<file path="src/design/csqv_pkg.sv">
`default_nettype none
package csqv_pkg;

  localparam int CFG_W  = 9;
  localparam int FACE_W = 3;
  localparam int IDX_W  = 8;
  localparam int D_W    = 9;
  localparam int MAG_W  = 9;
  localparam int SUM_W  = 20;
  localparam int POS_W  = 16;

  localparam logic [FACE_W-1:0] FACE_LAST = 3'd5;

  // One classified quad as it waits between the front and the back.
  typedef struct packed {
    logic [FACE_W-1:0] face;
    logic [IDX_W-1:0]  col;
    logic [IDX_W-1:0]  row;
    logic [D_W-1:0]    d;
    logic              bad;
  } quad_t;

  typedef enum logic [2:0] {
    B_IDLE,
    B_CORNER,
    B_START,
    B_WAIT,
    B_EMIT
  } back_state_t;

  typedef enum logic [1:0] {
    S_IDLE,
    S_DIV,
    S_SQRT,
    S_DONE
  } scale_state_t;

  // Faces 0, 3 and 4 share one triangle winding; the others run reversed.
  function automatic logic wind_fwd(input logic [FACE_W-1:0] face);
    return (face == 3'd0) || (face == 3'd3) || (face == 3'd4);
  endfunction

  // Corner code: bit 0 selects col+1, bit 1 selects row+1.
  function automatic logic [1:0] wind_corner(input logic fwd, input logic [2:0] k);
    logic [1:0] c;
    c = 2'd0;
    if (fwd) begin
      case (k)
        3'd0: c = 2'd0;
        3'd1: c = 2'd1;
        3'd2: c = 2'd2;
        3'd3: c = 2'd3;
        3'd4: c = 2'd2;
        default: c = 2'd1;
      endcase
    end else begin
      case (k)
        3'd0: c = 2'd2;
        3'd1: c = 2'd1;
        3'd2: c = 2'd0;
        3'd3: c = 2'd1;
        3'd4: c = 2'd2;
        default: c = 2'd3;
      endcase
    end
    return c;
  endfunction

endpackage
`default_nettype wire

</file>
<file path="src/design/csqv_front.sv">
`default_nettype none
module csqv_front #(
  parameter int MAX_GRID = 256
) (
  input  wire logic                          clk,
  input  wire logic                          rst_n,
  input  wire logic                          cfg_wr_en,
  input  wire logic [csqv_pkg::CFG_W-1:0]    cfg_wr_data,
  input  wire logic                          in_tvalid,
  output logic                               in_tready,
  input  wire logic [23:0]                   in_tdata,
  input  wire logic                          q_full,
  output logic                               q_push,
  output csqv_pkg::quad_t                    q_data
);

  logic [csqv_pkg::CFG_W-1:0] grid_r;
  logic [csqv_pkg::CFG_W-1:0] n_eff;
  logic [csqv_pkg::FACE_W-1:0] face;
  logic [csqv_pkg::IDX_W-1:0] col;
  logic [csqv_pkg::IDX_W-1:0] row;

  always_ff @(posedge clk) begin
    if (!rst_n) begin
      grid_r <= 9'd16;
    end else if (cfg_wr_en) begin
      grid_r <= cfg_wr_data;
    end
  end

  always_comb begin
    n_eff = grid_r;
    if (n_eff < 9'd2) n_eff = 9'd2;
    if (32'(n_eff) > MAX_GRID) n_eff = 9'(MAX_GRID);
  end

  assign face = in_tdata[2:0];
  assign col  = in_tdata[10:3];
  assign row  = in_tdata[18:11];

  assign in_tready = !q_full;
  assign q_push    = in_tvalid && !q_full;

  always_comb begin
    q_data.face = face;
    q_data.col  = col;
    q_data.row  = row;
    q_data.d    = n_eff - 9'd1;
    q_data.bad  = (face > csqv_pkg::FACE_LAST)
               || ({2'b00, col} + 10'd2 > {1'b0, n_eff})
               || ({2'b00, row} + 10'd2 > {1'b0, n_eff});
  end

endmodule
`default_nettype wire

</file>
<file path="src/design/csqv_queue.sv">
`default_nettype none
module csqv_queue (
  input  wire logic             clk,
  input  wire logic             rst_n,
  input  wire logic             push,
  input  wire csqv_pkg::quad_t  push_data,
  output logic                  full,
  input  wire logic             pop,
  output logic                  empty,
  output csqv_pkg::quad_t       pop_data
);

  csqv_pkg::quad_t mem_r [2];
  logic       wr_ptr_r;
  logic       rd_ptr_r;
  logic [1:0] count_r;

  assign full     = (count_r == 2'd2);
  assign empty    = (count_r == 2'd0);
  assign pop_data = mem_r[rd_ptr_r];

  always_ff @(posedge clk) begin
    if (push && !full) mem_r[wr_ptr_r] <= push_data;
  end

  always_ff @(posedge clk) begin
    if (!rst_n) begin
      wr_ptr_r <= 1'b0;
      rd_ptr_r <= 1'b0;
      count_r  <= 2'd0;
    end else begin
      if (push && !full) wr_ptr_r <= !wr_ptr_r;
      if (pop && !empty) rd_ptr_r <= !rd_ptr_r;
      count_r <= count_r + 2'((push && !full) ? 1 : 0) - 2'((pop && !empty) ? 1 : 0);
    end
  end

endmodule
`default_nettype wire

</file>
<file path="src/design/csqv_scale.sv">
`default_nettype none
// Computes round(mag * 2^FRAC_BITS / sqrt(sum)) as floor((isqrt(Q) + 1) / 2),
// with Q = floor(mag^2 * 4^(FRAC_BITS+1) / sum), one bit per cycle.
module csqv_scale #(
  parameter int FRAC_BITS = 14
) (
  input  wire logic                        clk,
  input  wire logic                        rst_n,
  input  wire logic                        start,
  input  wire logic [csqv_pkg::MAG_W-1:0]  mag,
  input  wire logic                        neg,
  input  wire logic [csqv_pkg::SUM_W-1:0]  sum,
  output logic                             done,
  output logic [csqv_pkg::POS_W-1:0]       res
);

  localparam int DIV_N = 2 * FRAC_BITS + 2;
  localparam int QW    = 2 * FRAC_BITS + 3;
  localparam int RW    = FRAC_BITS + 2;
  localparam int SQW   = 2 * RW;
  localparam int CW    = $clog2(DIV_N);

  csqv_pkg::scale_state_t state_r, state_nxt;

  logic [csqv_pkg::SUM_W-1:0] sum_r;
  logic [csqv_pkg::SUM_W-1:0] rem_r;
  logic [QW-1:0]              quo_r;
  logic [SQW-1:0]             qsh_r;
  logic [RW-1:0]              root_r;
  logic [RW:0]                srem_r;
  logic [CW-1:0]              cnt_r;
  logic                       neg_r;

  logic [2*csqv_pkg::MAG_W-1:0] msq;
  logic                         msq_ge;
  logic [csqv_pkg::SUM_W:0]     remsh;
  logic                         qbit;
  logic [RW+2:0]                strial;
  logic [RW+2:0]                stest;
  logic                         sbit;
  logic [RW:0]                  root_inc;
  logic [31:0]                  mag_ext;

  assign msq    = mag * mag;
  assign msq_ge = {2'b00, msq} >= sum;
  assign remsh  = {rem_r, 1'b0};
  assign qbit   = remsh >= {1'b0, sum_r};
  assign stest  = {srem_r, qsh_r[SQW-1 -: 2]};
  assign strial = {1'b0, root_r, 2'b01};
  assign sbit   = stest >= strial;
  assign root_inc = {1'b0, root_r} + (RW+1)'(1);
  assign mag_ext  = 32'(root_inc[RW:1]);

  always_comb begin
    state_nxt = state_r;
    unique case (state_r)
      csqv_pkg::S_IDLE: if (start) state_nxt = csqv_pkg::S_DIV;
      csqv_pkg::S_DIV:  if (cnt_r == CW'(DIV_N - 1)) state_nxt = csqv_pkg::S_SQRT;
      csqv_pkg::S_SQRT: if (cnt_r == CW'(RW - 1)) state_nxt = csqv_pkg::S_DONE;
      csqv_pkg::S_DONE: state_nxt = csqv_pkg::S_IDLE;
      default: state_nxt = csqv_pkg::S_IDLE;
    endcase
  end

  // The root is final while done is high, so the result is taken from it directly.
  always_comb begin
    done = (state_r == csqv_pkg::S_DONE);
    res  = neg_r ? csqv_pkg::POS_W'(32'd0 - mag_ext) : mag_ext[csqv_pkg::POS_W-1:0];
  end

  always_ff @(posedge clk) begin
    if (!rst_n) state_r <= csqv_pkg::S_IDLE;
    else        state_r <= state_nxt;
  end

  always_ff @(posedge clk) begin
    case (state_r)
      csqv_pkg::S_IDLE: begin
        sum_r <= sum;
        neg_r <= neg;
        rem_r <= msq_ge ? csqv_pkg::SUM_W'({2'b00, msq} - sum) : csqv_pkg::SUM_W'(msq);
        quo_r <= QW'(msq_ge);
        cnt_r <= '0;
      end
      csqv_pkg::S_DIV: begin
        rem_r <= qbit ? csqv_pkg::SUM_W'(remsh - {1'b0, sum_r})
                      : csqv_pkg::SUM_W'(remsh);
        quo_r <= {quo_r[QW-2:0], qbit};
        if (cnt_r == CW'(DIV_N - 1)) begin
          qsh_r  <= SQW'({quo_r[QW-2:0], qbit});
          root_r <= '0;
          srem_r <= '0;
          cnt_r  <= '0;
        end else begin
          cnt_r <= cnt_r + CW'(1);
        end
      end
      csqv_pkg::S_SQRT: begin
        srem_r <= sbit ? (RW+1)'(stest - strial) : (RW+1)'(stest);
        root_r <= {root_r[RW-2:0], sbit};
        qsh_r  <= qsh_r << 2;
        cnt_r  <= cnt_r + CW'(1);
      end
      default: begin
      end
    endcase
  end

endmodule
`default_nettype wire

</file>
<file path="src/design/csqv_back.sv">
`default_nettype none
module csqv_back #(
  parameter int FRAC_BITS = 14
) (
  input  wire logic          clk,
  input  wire logic          rst_n,
  input  wire logic          q_empty,
  input  wire csqv_pkg::quad_t q_data,
  output logic               q_pop,
  output logic               out_tvalid,
  input  wire logic          out_tready,
  output logic [47:0]        out_tdata,
  output logic               out_tlast,
  output logic               out_tuser
);

  localparam int PW = csqv_pkg::POS_W;

  csqv_pkg::back_state_t state_r, state_nxt;

  csqv_pkg::quad_t quad_r;
  logic [1:0] cidx_r;
  logic [2:0] k_r;
  logic       fwd_r;

  logic [PW-1:0] cu_r [4];
  logic [PW-1:0] cv_r [4];
  logic [PW-1:0] cw_r [4];

  logic [csqv_pkg::SUM_W-1:0] sum_r;
  logic [csqv_pkg::MAG_W-1:0] mp_r, mq_r, md_r;
  logic                       np_r, nq_r;

  logic        out_valid_r;
  logic [47:0] out_data_r;
  logic        out_last_r;
  logic        out_user_r;

  logic                  lane_start;
  logic [2:0]            lane_done;
  logic [PW-1:0]         res_p, res_q, res_d;
  logic                  load_ok;

  logic [8:0]  r_c, c_c;
  logic [10:0] p_s, q_s;
  logic [csqv_pkg::MAG_W-1:0] mp_c, mq_c;
  logic [1:0]  sel;
  logic [PW-1:0] u_v, v_v, w_v, wn_v;
  logic [PW-1:0] x_v, y_v, z_v;

  assign load_ok = !out_valid_r || out_tready;

  // Corner setup: p = d - 2r and q = d - 2c are odd-or-even signed offsets.
  assign r_c  = {1'b0, quad_r.row} + 9'(cidx_r[1]);
  assign c_c  = {1'b0, quad_r.col} + 9'(cidx_r[0]);
  assign p_s  = {2'b00, quad_r.d} - {1'b0, r_c, 1'b0};
  assign q_s  = {2'b00, quad_r.d} - {1'b0, c_c, 1'b0};
  assign mp_c = p_s[10] ? 9'(11'd0 - p_s) : p_s[8:0];
  assign mq_c = q_s[10] ? 9'(11'd0 - q_s) : q_s[8:0];

  always_comb begin
    state_nxt = state_r;
    unique case (state_r)
      csqv_pkg::B_IDLE:   if (!q_empty) state_nxt = q_data.bad ? csqv_pkg::B_EMIT
                                                               : csqv_pkg::B_CORNER;
      csqv_pkg::B_CORNER: state_nxt = csqv_pkg::B_START;
      csqv_pkg::B_START:  state_nxt = csqv_pkg::B_WAIT;
      csqv_pkg::B_WAIT:   if (lane_done[0]) state_nxt = (cidx_r == 2'd3) ? csqv_pkg::B_EMIT
                                                                         : csqv_pkg::B_CORNER;
      csqv_pkg::B_EMIT:   if (load_ok && k_r == 3'd5) state_nxt = csqv_pkg::B_IDLE;
      default:            state_nxt = csqv_pkg::B_IDLE;
    endcase
  end

  always_comb begin
    q_pop      = (state_r == csqv_pkg::B_IDLE) && !q_empty;
    lane_start = (state_r == csqv_pkg::B_START);
  end

  always_ff @(posedge clk) begin
    if (!rst_n) state_r <= csqv_pkg::B_IDLE;
    else        state_r <= state_nxt;
  end

  csqv_scale #(.FRAC_BITS(FRAC_BITS)) u_lane_p (
    .clk(clk), .rst_n(rst_n), .start(lane_start), .mag(mp_r), .neg(np_r),
    .sum(sum_r), .done(lane_done[0]), .res(res_p)
  );
  csqv_scale #(.FRAC_BITS(FRAC_BITS)) u_lane_q (
    .clk(clk), .rst_n(rst_n), .start(lane_start), .mag(mq_r), .neg(nq_r),
    .sum(sum_r), .done(lane_done[1]), .res(res_q)
  );
  csqv_scale #(.FRAC_BITS(FRAC_BITS)) u_lane_d (
    .clk(clk), .rst_n(rst_n), .start(lane_start), .mag(md_r), .neg(1'b0),
    .sum(sum_r), .done(lane_done[2]), .res(res_d)
  );

  always_ff @(posedge clk) begin
    if (q_pop) begin
      quad_r <= q_data;
      fwd_r  <= csqv_pkg::wind_fwd(q_data.face);
    end
    if (state_r == csqv_pkg::B_CORNER) begin
      mp_r  <= mp_c;
      mq_r  <= mq_c;
      md_r  <= quad_r.d;
      np_r  <= p_s[10];
      nq_r  <= q_s[10];
      sum_r <= csqv_pkg::SUM_W'(mp_c) * csqv_pkg::SUM_W'(mp_c)
             + csqv_pkg::SUM_W'(mq_c) * csqv_pkg::SUM_W'(mq_c)
             + csqv_pkg::SUM_W'(quad_r.d) * csqv_pkg::SUM_W'(quad_r.d);
    end
    if (state_r == csqv_pkg::B_WAIT && lane_done[0]) begin
      cu_r[cidx_r] <= res_p;
      cv_r[cidx_r] <= res_q;
      cw_r[cidx_r] <= res_d;
    end
  end

  always_ff @(posedge clk) begin
    if (!rst_n) begin
      cidx_r <= 2'd0;
      k_r    <= 3'd0;
    end else begin
      if (q_pop) begin
        cidx_r <= 2'd0;
        k_r    <= 3'd0;
      end else begin
        if (state_r == csqv_pkg::B_WAIT && lane_done[0]) cidx_r <= cidx_r + 2'd1;
        if (state_r == csqv_pkg::B_EMIT && load_ok) k_r <= k_r + 3'd1;
      end
    end
  end

  // Vertex selection and per-face axis mapping.
  assign sel  = csqv_pkg::wind_corner(fwd_r, k_r);
  assign u_v  = cu_r[sel];
  assign v_v  = cv_r[sel];
  assign w_v  = cw_r[sel];
  assign wn_v = PW'(0) - w_v;

  always_comb begin
    x_v = u_v;
    y_v = v_v;
    z_v = w_v;
    case (quad_r.face)
      3'd0: begin x_v = wn_v; y_v = u_v; z_v = v_v; end
      3'd1: begin x_v = w_v;  y_v = u_v; z_v = v_v; end
      3'd2: begin x_v = u_v;  y_v = wn_v; z_v = v_v; end
      3'd3: begin x_v = u_v;  y_v = w_v; z_v = v_v; end
      3'd4: begin x_v = u_v;  y_v = v_v; z_v = wn_v; end
      default: begin x_v = u_v; y_v = v_v; z_v = w_v; end
    endcase
  end

  always_ff @(posedge clk) begin
    if (state_r == csqv_pkg::B_EMIT && load_ok) begin
      out_data_r <= quad_r.bad ? 48'd0 : {z_v, y_v, x_v};
      out_last_r <= (k_r == 3'd5);
      out_user_r <= quad_r.bad;
    end
  end

  always_ff @(posedge clk) begin
    if (!rst_n) begin
      out_valid_r <= 1'b0;
    end else if (state_r == csqv_pkg::B_EMIT && load_ok) begin
      out_valid_r <= 1'b1;
    end else if (out_tready) begin
      out_valid_r <= 1'b0;
    end
  end

  assign out_tvalid = out_valid_r;
  assign out_tdata  = out_data_r;
  assign out_tlast  = out_last_r;
  assign out_tuser  = out_user_r;

  a_lanes_lockstep: assert property (@(posedge clk) disable iff (!rst_n)
    (lane_done[0] == lane_done[1]) && (lane_done[1] == lane_done[2]))
    else $error("scale lanes out of step");

  a_done_in_wait: assert property (@(posedge clk) disable iff (!rst_n)
    lane_done[0] |-> (state_r == csqv_pkg::B_WAIT))
    else $error("lane finished outside of wait state");

  a_bad_zero: assert property (@(posedge clk) disable iff (!rst_n)
    (out_valid_r && out_user_r) |-> (out_data_r == 48'd0))
    else $error("rejected quad carries nonzero coordinates");

  a_emit_ends: assert property (@(posedge clk) disable iff (!rst_n)
    (state_r == csqv_pkg::B_EMIT && load_ok && k_r == 3'd5) |=> (out_tlast && out_tvalid))
    else $error("sixth vertex not marked last");

endmodule
`default_nettype wire

</file>
<file path="src/design/cube_sphere_quad_vertex_gen_core.sv">
`default_nettype none
// Channel  Dir  Fields (low bit first)
// in_      in   tdata: face[2:0] col[10:3] row[18:11]
// out_     out  tdata: pos_x[15:0] pos_y[31:16] pos_z[47:32]; tlast: last; tuser: bad_quad
// cfg_     in   wr_data: grid_size
//
// A good quad passes each of its four corners in turn through the three shared
// divide and square-root lanes.
// A rejected quad streams its six zero vertices at one per cycle unless out_tready stalls it.
// Reset is synchronous and active low; grid_size comes up as 16.
// A two-entry queue keeps the input open while the back end works or stalls, until both entries fill.
module cube_sphere_quad_vertex_gen_core #(
  parameter int MAX_GRID  = 256,
  parameter int FRAC_BITS = 14
) (
  input  wire logic        clk,
  input  wire logic        rst_n,
  input  wire logic        cfg_wr_en,
  input  wire logic [8:0]  cfg_wr_data,   // grid_size
  input  wire logic        in_tvalid,
  output logic             in_tready,
  input  wire logic [23:0] in_tdata,      // face, col, row
  output logic             out_tvalid,
  input  wire logic        out_tready,
  output logic [47:0]      out_tdata,     // pos_x, pos_y, pos_z
  output logic             out_tlast,
  output logic             out_tuser      // bad_quad
);

  csqv_pkg::quad_t push_data;
  csqv_pkg::quad_t pop_data;
  logic q_push, q_full, q_pop, q_empty;

  csqv_front #(.MAX_GRID(MAX_GRID)) u_front (
    .clk(clk), .rst_n(rst_n), .cfg_wr_en(cfg_wr_en), .cfg_wr_data(cfg_wr_data),
    .in_tvalid(in_tvalid), .in_tready(in_tready), .in_tdata(in_tdata),
    .q_full(q_full), .q_push(q_push), .q_data(push_data)
  );

  csqv_queue u_queue (
    .clk(clk), .rst_n(rst_n), .push(q_push), .push_data(push_data), .full(q_full),
    .pop(q_pop), .empty(q_empty), .pop_data(pop_data)
  );

  csqv_back #(.FRAC_BITS(FRAC_BITS)) u_back (
    .clk(clk), .rst_n(rst_n), .q_empty(q_empty), .q_data(pop_data), .q_pop(q_pop),
    .out_tvalid(out_tvalid), .out_tready(out_tready), .out_tdata(out_tdata),
    .out_tlast(out_tlast), .out_tuser(out_tuser)
  );

endmodule
`default_nettype wire
</file>
<file path="config.mk">
export PLATFORM = sky130hd
export DESIGN_NAME = cube_sphere_quad_vertex_gen_core
export DESIGN_NICKNAME = d
export VERILOG_FILES = /design/src/design/csqv_pkg.sv /design/src/design/csqv_front.sv /design/src/design/csqv_queue.sv /design/src/design/csqv_scale.sv /design/src/design/csqv_back.sv /design/src/design/cube_sphere_quad_vertex_gen_core.sv
export SDC_FILE = /design/constraint.sdc
export NUM_CORES = 2
export LEC_CHECK = 0
export BUFFER_PORTS_ARGS = -buffer_cell sky130_fd_sc_hd__buf_2
export CORE_ASPECT_RATIO = 0.6
export CORE_MARGIN = 2
export CORE_UTILIZATION = 65
export CTS_BUF_LIST = sky130_fd_sc_hd__clkbuf_16
export DETAILED_ROUTE_END_ITERATION = 8
export PLACE_DENSITY_LB_ADDON = 0.1
export SETUP_SLACK_MARGIN = 0.2
export SYNTH_ARGS = -nofsm -noshare
export SYNTH_HDL_FRONTEND = slang
export SYNTH_HIERARCHICAL = 1
export SYNTH_SLANG_ARGS = --single-unit
export TNS_END_PERCENT = 20
</file>
<file path="constraint.sdc">
create_clock -name clk -period 12.5 [get_ports clk]
set_input_delay 0 -clock clk [delete_from_list [all_inputs] [get_ports clk]]
set_output_delay 0 -clock clk [all_outputs]
set_load 0.02 [all_outputs]
</file>
; Word level (Yosys, flattened, before mapping)
; Memories as Yosys holds them, arrays and structs flattened. A register that Yosys moved wholly into a read port is not among the register bits.
; Cells that the tools add are included.
[totals]
register_bits = 579
ramBits = 250
in_bits = 38
output_inout_bits = 52
n_memories = 4
[memory_table]
columns = name, depth, word_bits, rd, rd_ports_with_merged_regs, write_ports, line
row1 = u_back.cu_r, 4, 16, 1, 0, 1, csqv_back.sv:26  ; logic [PW-1:0] cu_r [4];
row2 = u_back.cv_r, 4, 16, 1, 0, 1, csqv_back.sv:27  ; logic [PW-1:0] cv_r [4];
row3 = u_back.cw_r, 4, 16, 1, 0, 1, csqv_back.sv:28  ; logic [PW-1:0] cw_r [4];
row4 = u_queue.mem_r, 2, 29, 1, 1, 1, csqv_queue.sv:13  ; csqv_pkg::quad_t mem_r [2];
[classes]
n_addsub = 33
mul = 6
order_cmp = 14
n_eq_ne = 44
mux = 77
bitwise = 1
n_reduce_logical = 48
[op_table]
columns = cell, n
row1 = case mux 32 bit (2 select lines), 3
row2 = case mux 30 bit (2 select lines), 3
row3 = case mux 16 bit (2 select lines), 5
row4 = 2-to-1 mux 20 bit, 6
row5 = case mux 20 bit (2 select lines), 3
row6 = multiplier 9 x 9 -> 18 bit, 6
row7 = 2-to-1 mux 17 bit, 6
row8 = case mux 17 bit (2 select lines), 3
row9 = 2-to-1 mux 32 bit, 3
row10 = 2-to-1 mux 16 bit, 5
row11 = greater-or-equal comparator 21 x 20 -> 1 bit, 3
row12 = greater-or-equal comparator 18 x 20 -> 1 bit, 3
row13 = subtractor 18 x 20 -> 20 bit, 3
row14 = subtractor 20 bit, 3
row15 = greater-or-equal comparator 19 x 18 -> 1 bit, 3
row16 = "adder 16 x 1 -> 17 bit, second input constant", 3
row17 = subtractor 17 bit, 3
row18 = case mux 16 bit (3 select lines), 1
row19 = "subtractor 1 x 16 -> 16 bit, first input constant", 3
row20 = case mux 5 bit (3 select lines), 3
row21 = 2-to-1 mux 9 bit, 4
row22 = case mux 2 bit (4 select lines), 3
row23 = subtractor 9 x 10 -> 11 bit, 2
row24 = "== test 3 x 2 -> 1 bit, second input constant", 7
row25 = 41 further kinds, 136

; Depth between registers and ports, before layout
[depth]
word_depth = 7
ltp_mapped = 36

; Hierarchy
; The synthesis kept the hierarchy.
[modules_own_cells]
columns = mod, instances, cells_each, area_each_um2, seq_area_each_um2
row1 = csqv_back, 1, 1600, 20469.6, 9699.3
row2 = csqv_scale at u_back.u_lane_d, 1, 1205, 11868.9, 4274.1
row3 = csqv_scale at u_back.u_lane_q, 1, 1194, 11831.3, 4274.1
row4 = csqv_scale at u_back.u_lane_p, 1, 1215, 11830.1, 4274.1
row5 = csqv_queue, 1, 115, 2368.5, 1841.8
row6 = csqv_front, 1, 176, 1330.0, 180.2

; Worst setup path after synthesis
; Ideal clock, no wire load.
[synth_timing]
path_type = register to register
startpoint = reg u_back/quad_r[18] (netlist bit)
endpoint = reg u_back/sum_r[17] (netlist bit), data pin
setup_ps = 260
arrival_time_ps = 8589
path_slack_ps = 3652
path_stages_with_launch = 34
n_path_buf = 0
synth_period_minus_slack_ps = 8848
cell_sequence = edfxtp_1 > ha_1 > ha_1 > inv_1 > ha_1 > nor2b_1 > o21ai_0 > a21oi_1 > o21ai_0 > a21boi_0 > o2111a_1 > or3_1 > xor2_1 > clkinv_1 > a21oi_1 > fa_1 > fa_1 > inv_1 > fa_1 > inv_1 > fa_1 > fa_1 > fa_1 > inv_1 > fa_1 > inv_1 > ha_1 > and2_1 > o21ai_0 > o31ai_1 > o41a_1 > a21o_1 > a21oi_1 > xnor2_1
[synth_via]
elab_chain_cells = 7
[synth_lines]
columns = item, line
row1 = start: declaration, csqv_back.sv:21  ; csqv_pkg::quad_t quad_r;
row2 = start signal: assignment, csqv_back.sv:100  ; quad_r <= q_data;
row3 = adder 8 x 1 -> 9 bit (*), csqv_back.sv:55  ; assign c_c = {1'b0, quad_r.col} + 9'(cidx_r[0]);
row4 = subtractor 9 x 10 -> 11 bit (*), csqv_back.sv:57  ; assign q_s = {2'b00, quad_r.d} - {1'b0, c_c, 1'b0};
row5 = subtractor 1 x 9 -> 9 bit, csqv_back.sv:59  ; assign mq_c = q_s[10] ? 9'(11'd0 - q_s) : q_s[8:0];
row6 = 2-to-1 mux 9 bit (*), csqv_back.sv:59
row7 = named net u_back.mq_c (one bit), csqv_back.sv:46  ; logic [csqv_pkg::MAG_W-1:0] mp_c, mq_c;
row8 = multiplier 9 x 9 -> 18 bit (*), csqv_back.sv:110  ; + csqv_pkg::SUM_W'(mq_c) * csqv_pkg::SUM_W'(mq_c)
row9 = adder 18 x 18 -> 19 bit (*), csqv_back.sv:110
row10 = adder 20 x 18 -> 20 bit (*), csqv_back.sv:111  ; + csqv_pkg::SUM_W'(quad_r.d) * csqv_pkg::SUM_W'(quad_r.d);
row11 = end signal: assignment, csqv_back.sv:109  ; sum_r <= csqv_pkg::SUM_W'(mp_c) * csqv_pkg::SUM_W'(mp_c)
row12 = end: declaration, csqv_back.sv:30  ; logic [csqv_pkg::SUM_W-1:0] sum_r;
; Mark *: on every way through the listed nets, which the timed path passes. The rest lies on a longest branch.
; A chain may end at the register's enable or synchronous reset.

; Final worst setup path
[layout_timing]
startpoint = reg u_back.cidx_r[0]
endpoint = reg u_back/sum_r[17] (netlist bit), data pin
[layout_via]
elab_chain_cells = 7
[layout_lines]
columns = item, line
row1 = start: declaration, csqv_back.sv:22  ; logic [1:0] cidx_r;
row2 = start signal: assignment, csqv_back.sv:129  ; if (state_r == csqv_pkg::B_WAIT && lane_done[0]) cidx_r <= cidx_r + 2'd1;
row3 = adder 8 x 1 -> 9 bit (*), csqv_back.sv:55
row4 = subtractor 9 x 10 -> 11 bit (*), csqv_back.sv:57
row5 = subtractor 1 x 9 -> 9 bit, csqv_back.sv:59
row6 = 2-to-1 mux 9 bit (*), csqv_back.sv:59
row7 = named net u_back.mq_c (one bit), csqv_back.sv:46
row8 = multiplier 9 x 9 -> 18 bit (*), csqv_back.sv:110
row9 = adder 18 x 18 -> 19 bit (*), csqv_back.sv:110
row10 = adder 20 x 18 -> 20 bit (*), csqv_back.sv:111
; Marked as above.

==> run metrics <==
CTS sink cnt=827; worst slew pin tran=1.17 ns; Setup Buffers After CTS=0; Worst EP required=between 10 and 15 ns; Clock Tree Buf Depth=3; CP most frequent cell=fa_1; Mapped Cells=5503; run status=completed; max cap viols=0; Setup CP Type=reg2reg; grt total ovfl=0; total negative setup slack=0 ns; vias post-DR=41.2k; Detail Placement HPWL=99.5 mm; I/O Buffers=84; Hold Crit Class=in2reg; unrepaired setup endpoints after global routing=false; CTS tree=done; worst-path cell with the longest stage delay=xor2_1; maximum fanout along the worst path=9; vias in the first global route=39.5k; initial antenna violation count=2; largest net degree at the start of global routing=69; Layout area overhead=7.61%; Rel. slew slack=0.212; slowest stage delay, CP=0.69 ns; I/O Pins=90; Via density=around 6; Core Footprint=91400 um2; Synth Cell Area=59700 um2; DRC=0; placer congestion estimate=about 0.9; Starting Density=0.653; minimum clock period=10.48 ns; Routed WL=138 mm; initial drt markers=around 4.0k; CTS Buf Count=78; first-pass GRT wire length=219 mm; # setup viols final=0; layout cells sized above 1=0.0910; CTS Root Cell=clkbuf_16; CP arrival=about 11 ns; Slew Viols, Final=0; mean routed wirelength per cell=20.1 um; chip width=395 um; Clock Latency Late Sink=0.68 ns; Syn Area/Cell=10.8 um2; Std-Cell Rows=86; Worst-path clk slew=0.07 ns; drt first pass iters=6; CP endpoint kind=flop; Worst Skew=0.0428 ns; CP startpoint kind=flop; Total GRT Usage=0.294; synthesized netlist net count=6245; nets=6313; die height=239 um; CP delay by family, top=adder cells; die area=94300 um2; Critical path buffers and inverters=6; Hold Vio Cnt, Final=0; fin crit share=0.838; CTS H-tree depth=3; yosys warns=6; Routed Antenna Nets=0; FMAX=95.4 MHz
[path summary, 6_finish.rpt]
kind	from	end	slack [ns]	cells after the start
hold reg to reg	u_back/np_r$_DFFE_PP_	u_back/u_lane_p/neg_r$_DFFE_PP_	0.49	0
setup / recovery	u_back/cidx_r[0]$_SDFFE_PP0P_	u_back/sum_r[17]$_DFFE_PP_	2.02	33
hold / removal	in_tdata[0]	u_queue/mem_r[1][26]$_DFFE_PP_	0.13	2
setup reg to reg	u_back/cidx_r[0]$_SDFFE_PP0P_	u_back/sum_r[17]$_DFFE_PP_	2.02	33
[placed cells by master (no fill, tap or decap), types with 18 or more instances in the layout]
cell,n
edfxtp_1,798
inv_1,742
ha_1,428
nor2_1,353
nand2_1,295
fa_1,270
a21oi_1,241
and2_1,239
xnor2_1,239
o21ai_0,141
nand3_1,129
mux2i_1,119
mux2_2,116
xor2_1,111
a211oi_1,85
buf_2,84
nor3_1,83
clkbuf_16,82
nor2b_1,76
a21o_1,76
dlygate4sd3_1,51
mux4_2,48
nand2b_1,46
o21a_1,46
buf_4,44
and3_1,43
a31oi_1,43
or3_1,37
nand4_1,34
o211ai_1,31
o31ai_1,29
dfxtp_1,29
o22ai_1,21
o21bai_1,19
clkinv_1,18
o21ai_1,18
[state kept, by name, summed over array words and instances, names as in the netlist, 19 cells and up, named ones only]
| register | flops |
|---|---|
| u_back/u_lane_p/sum_r | 20 |
| u_back/u_lane_p/quo_r | 30 |
| u_back/quad_r | 29 |
| u_back/cu_r | 64 |
| u_back/u_lane_p/qsh_r | 32 |
| u_back/u_lane_q/quo_r | 30 |
| u_back/u_lane_p/rem_r | 20 |
| u_back/cv_r | 64 |
| u_queue/mem_r | 58 |
| u_back/cw_r | 64 |
| u_back/u_lane_q/qsh_r | 32 |
| u_back/u_lane_d/quo_r | 30 |
| u_back/u_lane_q/rem_r | 20 |
| u_back/out_tdata | 48 |
| u_back/u_lane_d/sum_r | 20 |
| u_back/u_lane_d/rem_r | 20 |
| u_back/sum_r | 19 |
| u_back/u_lane_d/qsh_r | 32 |
| u_back/u_lane_q/sum_r | 20 |
[repair_timing]
action,CTS,global route
hold buffers,51,0
hold endpoints to repair,64,0
gates resized for setup,0,0
[metrics by stage]
step	worst slack, ns	util	hold slack (ns)	std cells	instance area, um2
floorplan	3.65	-	0.0619	5503	59700
global placement	2.40	0.669	0.216	6672	61100
detailed placement	2.17	0.669	0.219	6672	61100
CTS	2.11	0.703	0.0567	6867	64200
global route	1.37	0.703	0.101	6867	64200
finish	2.02	0.703	0.133	6869	64200
[layout make-up]
class,count,area (um2)
multi-input combinational,3748,31500
clock inverter,62,533
timing repair buffer,179,1260
antenna,2,5.00
fill,6658,27100
inverter,737,2770
sequential,827,24500
clock buffer,82,2050
tap,1232,1540
[per-layer routing]
metal / vias to the layer above / global-route usage / wire [um]
met2: 1521 / 0.401 / 56000
met1: 20000 / 0.458 / 65200
met3: 164 / 0.0928 / 14700
met4: 2 / 0.0590 / 2350
li1: 19500 / - / -
met5: - / 0 / 18
Power is not shown: default switching activity piles up to over one toggle a cycle in this logic, so the estimate is an artifact.
